--- config.mk ---
export PLATFORM = sky130hd
export DESIGN_NAME = dispenser_display_packet_encoder
export DESIGN_NICKNAME = d
export VERILOG_FILES = /design/src/rtl/core/dpe_pkg.sv /design/src/rtl/core/dpe_digit_cell.sv /design/src/rtl/core/dpe_bcd_chain.sv /design/src/rtl/core/dispenser_display_packet_encoder.sv
export SDC_FILE = /design/constraint.sdc
export NUM_CORES = 2
export LEC_CHECK = 0
export BUFFER_PORTS_ARGS = -buffer_cell sky130_fd_sc_hd__buf_2
export CORE_ASPECT_RATIO = 0.5
export CORE_MARGIN = 1
export CORE_UTILIZATION = 54
export DETAILED_ROUTE_END_ITERATION = 8
export PLACE_DENSITY = 0.7
export SYNTH_ARGS = -nofsm -noshare
export SYNTH_HDL_FRONTEND = slang
export SYNTH_SLANG_ARGS = --single-unit
--- constraint.sdc ---
create_clock -name clk -period 7.2 [get_ports clk]
set_input_delay 0 -clock clk [delete_from_list [all_inputs] [get_ports clk]]
set_output_delay 0 -clock clk [all_outputs]
set_load 0.01 [all_outputs]
--- src/rtl/core/dpe_pkg.sv ---
`default_nettype none

package dpe_pkg;

    // Field widths of the request and result words.
    localparam int PRICE_WIDTH  = 14;
    localparam int VOLUME_WIDTH = 20;
    localparam int TOTAL_WIDTH  = 34;
    localparam int CODE_WIDTH   = 4;
    localparam int BYTE_WIDTH   = 8;

    // Packet layout.
    localparam int PACKET_LEN = 16;
    localparam int IDX_WIDTH  = $clog2(PACKET_LEN);

    // Binary to BCD conversion: each cell holds one decimal digit and the
    // row shifts BITS_PER_STEP binary bits per clock while it steps.
    localparam int WIDE_WIDTH    = TOTAL_WIDTH;
    localparam int NUM_DIGITS    = 11;
    localparam int BITS_PER_STEP = 3;
    localparam int STEP_COUNT    = (WIDE_WIDTH + BITS_PER_STEP - 1) / BITS_PER_STEP;
    localparam int BIN_WIDTH     = STEP_COUNT * BITS_PER_STEP;
    localparam int CNT_WIDTH     = $clog2(STEP_COUNT + 1);

    // First product digit of the amount (the product is divided by 1000).
    localparam int AMOUNT_SHIFT = 3;

    // Command codes.
    localparam logic CMD_SALE  = 1'b0;
    localparam logic CMD_TOTAL = 1'b1;

    // Display codes.
    localparam logic [CODE_WIDTH-1:0] ZERO_CODE  = 4'd0;
    localparam logic [CODE_WIDTH-1:0] L_CODE     = 4'd10;
    localparam logic [CODE_WIDTH-1:0] BLANK_CODE = 4'd15;

    typedef struct packed {
        logic                    command;
        logic [VOLUME_WIDTH-1:0] volume_milli;
        logic [TOTAL_WIDTH-1:0]  totalizer_milli;
    } in_word_t;

    typedef struct packed {
        logic [BYTE_WIDTH-1:0] packet_byte;
        logic                  last_of_packet;
    } out_word_t;

    // Control that the sequencer sends to every conversion row.
    typedef struct packed {
        logic load;
        logic step;
    } chain_ctrl_t;

    typedef logic [NUM_DIGITS-1:0][CODE_WIDTH-1:0] digit_vec_t;
    typedef logic [PACKET_LEN-1:0][CODE_WIDTH-1:0] code_vec_t;

    // Bit i is set when any digit at position i or above is nonzero.
    function automatic logic [NUM_DIGITS-1:0] suffix_nonzero(input digit_vec_t digits);
        logic [NUM_DIGITS-1:0] nz;
        nz[NUM_DIGITS-1] = (digits[NUM_DIGITS-1] != '0);
        for (int i = NUM_DIGITS - 2; i >= 0; i--)
        begin
            nz[i] = nz[i+1] | (digits[i] != '0);
        end
        return nz;
    endfunction

    // A digit is shown while value remains; otherwise it is blank, or 0 in
    // the lowest position of a field that shows zero.
    function automatic logic [CODE_WIDTH-1:0] disp_code(input logic [CODE_WIDTH-1:0] digit,
                                                        input logic nz,
                                                        input logic show_zero);
        logic [CODE_WIDTH-1:0] code;
        if (nz)
        begin
            code = digit;
        end
        else if (show_zero)
        begin
            code = ZERO_CODE;
        end
        else
        begin
            code = BLANK_CODE;
        end
        return code;
    endfunction

endpackage

`default_nettype wire

--- src/rtl/core/dpe_digit_cell.sv ---
`default_nettype none

module dpe_digit_cell
    import dpe_pkg::*;
(
    input  wire logic                     clk,
    input  wire chain_ctrl_t              ctrl,
    input  wire logic [BITS_PER_STEP-1:0] carry_in,
    output logic      [BITS_PER_STEP-1:0] carry_out,
    output logic      [CODE_WIDTH-1:0]    digit
);

    logic [CODE_WIDTH-1:0] digit_reg;
    logic [CODE_WIDTH-1:0] digit_next;
    logic [CODE_WIDTH-1:0] work;

    // Several add-3-and-shift steps per clock; step k takes carry_in[k] from
    // the lower neighbor and passes its top bit upward as carry_out[k].
    always_comb
    begin
        work      = digit_reg;
        carry_out = '0;
        for (int k = 0; k < BITS_PER_STEP; k++)
        begin
            if (work >= 4'd5)
            begin
                work = work + 4'd3;
            end
            carry_out[k] = work[CODE_WIDTH-1];
            work         = {work[CODE_WIDTH-2:0], carry_in[k]};
        end

        priority if (ctrl.load)
        begin
            digit_next = '0;
        end
        else if (ctrl.step)
        begin
            digit_next = work;
        end
        else
        begin
            digit_next = digit_reg;
        end
    end

    always_ff @(posedge clk)
    begin
        digit_reg <= digit_next;
    end

    assign digit = digit_reg;

endmodule

`default_nettype wire

--- src/rtl/core/dpe_bcd_chain.sv ---
`default_nettype none

module dpe_bcd_chain
    import dpe_pkg::*;
(
    input  wire logic                 clk,
    input  wire chain_ctrl_t          ctrl,
    input  wire logic [BIN_WIDTH-1:0] value,
    output digit_vec_t                digits
);

    logic [BIN_WIDTH-1:0]     bin_reg;
    logic [BIN_WIDTH-1:0]     bin_next;
    logic [BITS_PER_STEP-1:0] carry [NUM_DIGITS];

    // Binary word shifts out most significant bits first into the lowest cell.
    always_comb
    begin
        priority if (ctrl.load)
        begin
            bin_next = value;
        end
        else if (ctrl.step)
        begin
            bin_next = bin_reg << BITS_PER_STEP;
        end
        else
        begin
            bin_next = bin_reg;
        end

        for (int k = 0; k < BITS_PER_STEP; k++)
        begin
            carry[0][k] = bin_reg[BIN_WIDTH-1-k];
        end
    end

    always_ff @(posedge clk)
    begin
        bin_reg <= bin_next;
    end

    // Row of digit cells, each feeding its carries to the next one up.
    for (genvar i = 0; i < NUM_DIGITS; i++)
    begin : g_cell
        if (i < NUM_DIGITS - 1)
        begin : g_mid
            dpe_digit_cell u_cell
            (
                .clk       (clk),
                .ctrl      (ctrl),
                .carry_in  (carry[i]),
                .carry_out (carry[i+1]),
                .digit     (digits[i])
            );
        end
        else
        begin : g_top
            // The row is wide enough that the top cell never carries out.
            dpe_digit_cell u_cell
            (
                .clk       (clk),
                .ctrl      (ctrl),
                .carry_in  (carry[i]),
                .carry_out (),
                .digit     (digits[i])
            );
        end
    end

endmodule

`default_nettype wire

--- src/rtl/core/dispenser_display_packet_encoder.sv ---
// The first byte of a packet appears on the output after its request word has been
// accepted and has passed the multiply stage, the BCD conversion steps and the format and load step.
// Packets of 16 bytes go out one byte per accepted handshake; the byte output stage paces
// the packets, and the BCD rows convert the next request while a packet streams out.
// Reset (rst_n, asynchronous, active low) empties all stages and clears the
// unit price to 0.
`default_nettype none

module dispenser_display_packet_encoder
    import dpe_pkg::*;
(
    input  wire logic                   clk,
    input  wire logic                   rst_n,
    input  wire logic                   cfg_we,
    input  wire logic [PRICE_WIDTH-1:0] cfg_wdata,
    input  wire logic                   in_valid,
    output logic                        in_stall,
    input  wire in_word_t               in_word,
    output logic                        out_valid,
    input  wire logic                   out_stall,
    output out_word_t                   out_word
);

    // Configuration register.
    logic [PRICE_WIDTH-1:0] price_reg;
    logic [PRICE_WIDTH-1:0] price_next;

    // Multiply stage.
    logic                    m_valid_reg;
    logic                    m_valid_next;
    logic                    m_cmd_reg;
    logic                    m_cmd_next;
    logic [PRICE_WIDTH-1:0]  m_price_reg;
    logic [PRICE_WIDTH-1:0]  m_price_next;
    logic [VOLUME_WIDTH-1:0] m_vol_reg;
    logic [VOLUME_WIDTH-1:0] m_vol_next;
    logic [WIDE_WIDTH-1:0]   m_wide_reg;
    logic [WIDE_WIDTH-1:0]   m_wide_next;

    // Conversion stage.
    logic                 c_valid_reg;
    logic                 c_valid_next;
    logic                 c_cmd_reg;
    logic                 c_cmd_next;
    logic [CNT_WIDTH-1:0] c_cnt_reg;
    logic [CNT_WIDTH-1:0] c_cnt_next;
    logic                 c_done;

    // Byte output stage.
    logic                 o_valid_reg;
    logic                 o_valid_next;
    logic [IDX_WIDTH-1:0] o_idx_reg;
    logic [IDX_WIDTH-1:0] o_idx_next;
    code_vec_t            o_code_reg;
    code_vec_t            o_code_next;
    logic                 o_last;
    logic                 o_free;

    // Handshakes between stages.
    logic in_accept;
    logic out_accept;
    logic m_to_c;
    logic c_to_o;

    chain_ctrl_t           chain_ctrl;
    digit_vec_t            dig_wide;
    digit_vec_t            dig_vol;
    digit_vec_t            dig_price;
    logic [NUM_DIGITS-1:0] nz_wide;
    logic [NUM_DIGITS-1:0] nz_vol;
    logic [NUM_DIGITS-1:0] nz_price;
    code_vec_t             fmt_code;

    // Stage flow control.
    always_comb
    begin
        o_last     = (o_idx_reg == IDX_WIDTH'(PACKET_LEN - 1));
        out_accept = o_valid_reg && !out_stall;
        o_free     = !o_valid_reg || (out_accept && o_last);
        c_done     = c_valid_reg && (c_cnt_reg == CNT_WIDTH'(STEP_COUNT));
        c_to_o     = c_done && o_free;
        m_to_c     = m_valid_reg && (!c_valid_reg || c_to_o);
        in_stall   = m_valid_reg && !m_to_c;
        in_accept  = in_valid && !in_stall;
    end

    // Price register and multiply stage: the sale product volume * price is
    // formed here; its BCD digits above the third give floor(product / 1000).
    always_comb
    begin
        price_next   = cfg_we ? cfg_wdata : price_reg;
        m_valid_next = in_accept ? 1'b1 : (m_to_c ? 1'b0 : m_valid_reg);
        m_cmd_next   = m_cmd_reg;
        m_price_next = m_price_reg;
        m_vol_next   = m_vol_reg;
        m_wide_next  = m_wide_reg;
        if (in_accept)
        begin
            m_cmd_next   = in_word.command;
            m_price_next = price_reg;
            m_vol_next   = in_word.volume_milli;
            unique case (in_word.command)
                CMD_SALE:
                begin
                    m_wide_next = WIDE_WIDTH'(WIDE_WIDTH'(in_word.volume_milli)
                                              * WIDE_WIDTH'(price_reg));
                end
                CMD_TOTAL:
                begin
                    m_wide_next = in_word.totalizer_milli;
                end
                default:
                begin
                    m_wide_next = m_wide_reg;
                end
            endcase
        end
    end

    // Conversion sequencer: load the rows, then step them STEP_COUNT times.
    always_comb
    begin
        chain_ctrl.load = m_to_c;
        chain_ctrl.step = c_valid_reg && !c_done;
        c_valid_next    = m_to_c ? 1'b1 : (c_to_o ? 1'b0 : c_valid_reg);
        c_cmd_next      = m_to_c ? m_cmd_reg : c_cmd_reg;
        priority if (m_to_c)
        begin
            c_cnt_next = '0;
        end
        else if (chain_ctrl.step)
        begin
            c_cnt_next = c_cnt_reg + CNT_WIDTH'(1);
        end
        else
        begin
            c_cnt_next = c_cnt_reg;
        end
    end

    // Three conversion rows: product or counter, volume, price.
    dpe_bcd_chain u_chain_wide
    (
        .clk    (clk),
        .ctrl   (chain_ctrl),
        .value  (BIN_WIDTH'(m_wide_reg)),
        .digits (dig_wide)
    );

    dpe_bcd_chain u_chain_vol
    (
        .clk    (clk),
        .ctrl   (chain_ctrl),
        .value  (BIN_WIDTH'(m_vol_reg)),
        .digits (dig_vol)
    );

    dpe_bcd_chain u_chain_price
    (
        .clk    (clk),
        .ctrl   (chain_ctrl),
        .value  (BIN_WIDTH'(m_price_reg)),
        .digits (dig_price)
    );

    // Packet formatting with leading-zero blanking.
    always_comb
    begin
        nz_wide  = suffix_nonzero(dig_wide);
        nz_vol   = suffix_nonzero(dig_vol);
        nz_price = suffix_nonzero(dig_price);
        fmt_code = '0;
        for (int i = 0; i < 4; i++)
        begin
            fmt_code[i] = disp_code(dig_price[i], nz_price[i], i == 0);
        end
        unique case (c_cmd_reg)
            CMD_SALE:
            begin
                for (int i = 0; i < 6; i++)
                begin
                    fmt_code[4+i]  = disp_code(dig_wide[AMOUNT_SHIFT+i],
                                               nz_wide[AMOUNT_SHIFT+i], i == 0);
                    fmt_code[10+i] = disp_code(dig_vol[i], nz_vol[i], i == 0);
                end
            end
            CMD_TOTAL:
            begin
                for (int i = 0; i < 6; i++)
                begin
                    fmt_code[10+i] = disp_code(dig_wide[i], nz_wide[i], 1'b0);
                end
                for (int i = 0; i < 4; i++)
                begin
                    fmt_code[4+i] = disp_code(dig_wide[6+i], nz_wide[6+i], 1'b0);
                end
                fmt_code[8] = L_CODE;
                fmt_code[9] = L_CODE;
            end
            default:
            begin
                fmt_code = '0;
            end
        endcase
    end

    // Output shift stage: one word per accepted handshake, code 0 goes first.
    always_comb
    begin
        o_valid_next = o_valid_reg;
        o_idx_next   = o_idx_reg;
        o_code_next  = o_code_reg;
        priority if (c_to_o)
        begin
            o_valid_next = 1'b1;
            o_idx_next   = '0;
            o_code_next  = fmt_code;
        end
        else if (out_accept)
        begin
            o_valid_next = !o_last;
            o_idx_next   = o_idx_reg + IDX_WIDTH'(1);
            o_code_next  = {CODE_WIDTH'(0), o_code_reg[PACKET_LEN-1:1]};
        end
        else
        begin
            o_valid_next = o_valid_reg;
        end
    end

    assign out_valid               = o_valid_reg;
    assign out_word.packet_byte    = {o_code_reg[0], o_idx_reg};
    assign out_word.last_of_packet = o_last;

    // Control registers.
    always_ff @(posedge clk or negedge rst_n)
    begin
        if (!rst_n)
        begin
            price_reg   <= '0;
            m_valid_reg <= 1'b0;
            c_valid_reg <= 1'b0;
            c_cnt_reg   <= '0;
            o_valid_reg <= 1'b0;
            o_idx_reg   <= '0;
        end
        else
        begin
            price_reg   <= price_next;
            m_valid_reg <= m_valid_next;
            c_valid_reg <= c_valid_next;
            c_cnt_reg   <= c_cnt_next;
            o_valid_reg <= o_valid_next;
            o_idx_reg   <= o_idx_next;
        end
    end

    // Payload registers.
    always_ff @(posedge clk)
    begin
        m_cmd_reg   <= m_cmd_next;
        m_price_reg <= m_price_next;
        m_vol_reg   <= m_vol_next;
        m_wide_reg  <= m_wide_next;
        c_cmd_reg   <= c_cmd_next;
        o_code_reg  <= o_code_next;
    end

endmodule

`default_nettype wire

; ---- Yosys cells after proc, flatten, opt, wreduce, memory -nomap -nowiden
; Index checks and enable logic that the tools add are counted.
[totals]
elab_cells = 495
reg_bits = 399
out_inout_bits = 11
[op_classes]
mux = 140
n_reduce_logical = 54
eq_ne = 2
n_mul = 1
bitwise_logic = 32
addsub = 101
n_lt_le_gt_ge = 99
[op_table]
columns = op, n
row1 = 4-bit two-way mux, 115
row2 = 4-bit by 3-bit greater-or-equal comparator with 1-bit output (second input constant), 99
row3 = 4-bit by 2-bit adder with 4-bit output (second input constant), 90
row4 = 4-bit nonzero test, 33
row5 = 64-bit two-way mux, 2
row6 = 48-bit case mux with 2 select lines, 1
row7 = 34-bit two-way mux, 2
row8 = 34-bit case mux with 2 select lines, 1
row9 = 20-bit two-way mux, 2
row10 = 20-bit by 14-bit multiplier with 34-bit output, 1
row11 = 1-bit OR, 30
row12 = 14-bit two-way mux, 2
row13 = 3-bit by 2-bit adder with 3-bit output (second input constant), 9
row14 = 3-bit two-way mux, 9
row15 = 4-bit by 1-bit adder with 4-bit output (second input constant), 2
row16 = 4-bit == test (second input constant), 2
row17 = 1-bit logical AND, 8
row18 = 2-bit nonzero test, 4
row19 = 1-bit logical NOT, 7
row20 = 1-bit two-way mux, 6
row21 = 1-bit logical OR, 2
row22 = 1-bit inverter, 2

; ---- Longest topological paths before layout
[depth]
depth_word = 14
mapped_depth = 23
depth_no_buf = 22

; ---- By module
; A second synthesis with hierarchy kept.
[hier_totals]
hier_cells = 4536
hier_area_um2 = 41282.1
[modules_own_cells]
columns = mod, n_inst, area_per_inst_um2, cells_per_inst
row1 = dpe_digit_cell (u_chain_price.g_cell[0].g_mid.u_cell ...), 32, 615.6, 81
row2 = dispenser_display_packet_encoder, 1, 16077.9, 1637
row3 = dpe_bcd_chain, 3, 1637.8, 77
row4 = dpe_digit_cell (u_chain_price.g_cell[6].g_mid.u_cell), 1, 591.8, 76

; ---- Least setup slack after synthesis
; OpenSTA, ideal clock, no wires.
[synth_path]
kind = reg-to-reg
start = reg price_reg[4]
end = reg m_wide_reg[26] (data pin)
t_arrival_ns = 5.966
setup_ns = 0.263
path_stages_with_launch = 24
path_slack_ns = 0.971
required_ns = 6.937
synth_period_minus_slack_ns = 6.229
cell_sequence = dfrtp_1 > clkbuf_1 > and2_1 > fa_1 > inv_1 > fa_1 > inv_1 > fa_1 > inv_1 > fa_1 > inv_1 > fa_1 > inv_1 > fa_1 > inv_1 > ha_1 > and4_1 > and2_0 > a221oi_1 > o21ai_0 > a21oi_1 > o21ai_0 > nor4_1 > o21ai_0
[synth_via]
elab_chain_cells = 2
[synth_rtl]
columns = element, line
row1 = start: declaration, dispenser_display_packet_encoder.sv:25  ; logic [PRICE_WIDTH-1:0] price_reg;
row2 = start signal: assignment, dispenser_display_packet_encoder.sv:249  ; price_reg <= price_next;
row3 = 20-bit by 14-bit multiplier with 34-bit output, dispenser_display_packet_encoder.sv:106  ; * WIDE_WIDTH'(price_reg));
row4 = 34-bit case mux with 2 select lines, dispenser_display_packet_encoder.sv:102  ; unique case (in_word.command)
row5 = end signal: assignment, dispenser_display_packet_encoder.sv:264  ; m_wide_reg <= m_wide_next;
row6 = end: declaration, dispenser_display_packet_encoder.sv:37  ; logic [WIDE_WIDTH-1:0] m_wide_reg;
; No other way between the ends.
; A chain may end at the register's enable or synchronous reset.

; ---- Final worst setup path
; Same ends and word-level chain as after synthesis.

==> flow_results.org <==
** Detailed routing
- Detailed routing inserted a total of 26900 vias.
- WL per Instance :: 16.5 um
- In this run, the number of DRC markers left after iteration 0 of detailed routing was 1750.
- The first detailed-routing pass took 7 iterations.
- Once detail routing completed, the nets flagged for antenna violations numbered 0.
- DRC errors left :: 0
- Total length of routed wires :: 78700 um
- In the routed layout, each cell is associated on average with a via count of 5.62.

** Synth
- In the post-synthesis netlist, the cell with the most instances is sky130_fd_sc_hd__nand2_1.
- The compound-gate portion of the synthesized area is 0.127.
- By area, the combinational part of the netlist is dominated by adder cells.
- The synthesized netlist contains 71 unique library cells.
- After synthesis, the share of flip-flops with an asynchronous set or reset is 0.0627.
- Commonest cells in the netlist :: 578 x sky130_fd_sc_hd__nand2_1, 451 x sky130_fd_sc_hd__inv_1, 329 x sky130_fd_sc_hd__ha_1, 307 x sky130_fd_sc_hd__o21ai_0, 213 x sky130_fd_sc_hd__fa_1
- After synthesis, the cell types taking the most area are sky130_fd_sc_hd__edfxtp_1 18%, sky130_fd_sc_hd__fa_1 12%, sky130_fd_sc_hd__ha_1 12%.
- Number of flip-flops and latches in the synthesized netlist :: 399
- Yosys mapped a number of flops with a built-in enable equal to 202.
- Multiplexer fraction of the synthesized cell area :: 0.0550
- Sequential share of the synthesized area :: 0.297
- Each instance of the synthesized netlist takes up on average 8.89 um^2.
- Netlist Area Pre-Place :: 34100 um^2
- After technology mapping, the gate count stands at 3842.
- The biggest area contributor in the post-synthesis netlist is sky130_fd_sc_hd__edfxtp_1.
- The Yosys step of the flow raised 0 warnings.
- Of the total synthesized cell area, the portion taken by AND, OR, NAND and NOR gates is 0.175.
- Post-synth top area share :: 0.178
- The number of nets handed over by synthesis was 4458.
- Area share of xor/xnor cells in the synthesized design :: 0.0334
- Of the total synthesized cell area, the portion taken by full adders, half adders and majority gates is 0.245.
- Primary FF master, synth :: sky130_fd_sc_hd__edfxtp_1

** Floorplanning
- Initial Utilization :: 0.552
- Overall die width :: 358 um
- Die boundary height :: 180 um
- Cell Rows :: 64
- Core outline area :: 61800 um^2
- Die area :: 64300 um^2
- 85 I/O pins were placed.

** STA
- In the finished design, the share of the clock period the worst path needs comes to 0.943.
- Post-route minimum period :: 6.79 ns
- Slew margin rel. :: 0.325
- Number of hold violations in the final report :: 0
- Across the routed clock network, the largest skew measured is 0.0261 ns.
- Worst Max-Slew Pin Slew :: 1.01 ns
- TNS Setup :: 0 ns
- Setup repair after global routing left no endpoint under its margin.
- Setup violations remaining at the end of the flow were counted as 0.
- The number of pins with negative max-slew slack in the final report was 0.
- Derived from the worst setup path, the maximum achievable clock frequency is 147 MHz.

** Layout
- The final layout contains 4537 nets.
- For this run, the number of standard cells in the final layout without fillers is 4780.
- Share of cells above drive strength 1 :: 0.0668
- Area taken by multi-input logic gates :: 21700 um^2
- The layout has 5252 filler cells.
- The register with the most flip-flops in the layout has 60 of them.
- Register Area :: 10100 um^2
- Relative to the synthesized area, the layout overhead comes to 9.77%.
- Finished Cell Area :: 37500 um^2

** Place
- Once placement completed, the tool counted placed cells totaling 4618.
- Cell area after placement :: 35200 um^2
- DP HPWL :: 56100 um
- Placer's final routability congestion estimate :: 0.855
- Port-buffer cells :: 84

** GRT
- Antenna violations before repair :: 2
- Met3 Resource Use GR :: 0.0342
- The first global-routing pass estimated 129000 um of wire.
- Vias in the first global route :: 26500
- Pin count of the biggest net entering global routing :: 250
- Layer carrying the most global-route usage :: met2
- For this run, global-route usage on met2 was measured as 0.424.
- Tot GR Track Use :: 0.244
- After global routing the overflow that remains totals 0.
- Met1 track demand over resource in global routing :: 0.310

** Hold path
- The tightest min-delay check is of the primary input to async pin type.

** Critical path
- Crit path capture type :: register
- The setup path with the least slack is of type register to register.
- In this design, the critical path's most frequently occurring cell is sky130_fd_sc_hd__fa_1.
- The critical path goes through buf_4, and2_1, fa_1, inv_1, fa_1, inv_1, fa_1, fa_1, fa_1, inv_1, fa_1, inv_1, ha_1, a21oi_1, o21ai_0, a221oi_1, o21ai_0, a21oi_1, o21ai_0, nor4_1, o21ai_0.
- Of all nets on the critical path, the largest fanout is 14.
- Required time of the critical path :: 7.49 ns
- Startpoint type of the worst setup path :: register
- Setup slack on the worst reg-to-reg path comes out at 0.41 ns.
- Worst path max stage delay :: 0.54 ns
- STA puts the critical path data arrival time at 7.08 ns.
- Critical Path Slowest Stage Cell :: sky130_fd_sc_hd__fa_1

** Clock network
- In this run the number of H-tree levels came out at 2.
- Clock latency on the worst-skew pair :: 0.56 ns
- Clock sinks :: 399
- Clock-pin transition on the worst setup and hold timing paths :: 0.07 ns
- Clock tree synthesis inserted a total of 41 buffers.
- TritonCTS clock tree :: done
- Clock buffer depth :: 3
- Root buffer selected by CTS :: sky130_fd_sc_hd__clkbuf_16

** Job
- Number of violations of the max-capacitance limit :: 0

** Outcome
- Run status :: finished clean
==> metrics by stage <==
| stage | hold WS [ns] | utilization | setup slack [ns] |
|---|---|---|---|
| after floorplan | -0.296 | - | 0.971 |
| after global placement | 0.0804 | 0.570 | 0.511 |
| after detailed placement | 0.0836 | 0.570 | 0.356 |
| after CTS | 0.0232 | 0.606 | 0.309 |
| after global routing | 0.0923 | 0.606 | 0.0675 |
| final | 0.0595 | 0.606 | 0.411 |
==> path summary, 6_finish.rpt <==
kind                                           from  cells past startpoint                   endpoint
hold / removal                                rst_n                      2   o_idx_reg[3]$_DFFE_PN0P_
min in group clk                        in_word[54]                      2        m_cmd_reg$_DFFE_PP_
hold reg to reg                 m_cmd_reg$_DFFE_PP_                      0        c_cmd_reg$_DFFE_PP_
setup / recovery           price_reg[4]$_DFFE_PN0P_                     21   m_wide_reg[26]$_DFFE_PP_
setup reg to reg           price_reg[4]$_DFFE_PN0P_                     21   m_wide_reg[26]$_DFFE_PP_
max in group asynchronous                     rst_n                      2  price_reg[10]$_DFFE_PN0P_
==> cell families (layout without fill, tap and decap cells) <==
kind of cell | after synthesis | after routing
adder cells (fa/ha/maj) | 542 | 542
AND/OR/NAND/NOR | 1237 | 1237
AO/OA/AOI/OAI | 740 | 740
XOR/XNOR | 130 | 130
multiplexers | 181 | 181
flip-flops | 399 | 399
other | 0 | 1
buffers and inverters | 613 | 725
==> final cells by class <==
type | instances | share of cell area
Antenna cell | 1 | 0.0000668
Sequential cell | 399 | 0.270
Timing Repair Buffer | 197 | 0.0399
Clock buffer | 51 | 0.0303
Tap cell | 825 | 0.0275
Multi-Input combinational cell | 2830 | 0.579
Inverter | 452 | 0.0453
Clock inverter | 25 | 0.00691
==> worst max-delay path, delay by kind of cell (launching register included) <==
family	cells	cell delay, ns
fa+ha+maj	7	3.43
flops	1	0.46
buf+inv	5	0.40
compound gates	7	1.82
simple gates	2	0.37
==> cells in the final DEF (no fill, tap or decap), drive strengths merged, types with 8 or more instances in the layout <==
cell type,instances
o21a,33
o21bai,34
nor3b,67
dlygate4sd3,85
xor2,10
dfxtp,172
fa,213
clkbuf,51
a21o,9
o31ai,18
nand2b,90
a21oi,183
o22a,8
xnor2,120
clkinv,12
nor2b,12
and3,13
dfrtp,25
o21ai,314
nand4,9
nor3,46
nand3,146
nand2,578
inv,457
and2,127
buf,112
ha,329
o22ai,31
edfxtp,202
nor2,115
a21boi,62
mux2,53
a211oi,10
mux2i,128
==> repair_timing <==
| item | 4_1_cts | 5_1_grt |
|---|---|---|
| setup buffers | 0 | 0 |
| setup endpoints to repair | 0 | 1 |
| gates resized for setup | 0 | 1 |
| hold buffers | 85 | 0 |
| endpoints found under the hold margin | 99 | 0 |
==> per-layer routing <==
layer	wire (um)	share of wire
met5	0	0
met4	2760	0.035
met3	4140	0.053
met2	38100	0.48
met1	33700	0.43
Power is not shown: default switching activity piles up to over one toggle a cycle in this logic, so the estimate is an artifact.
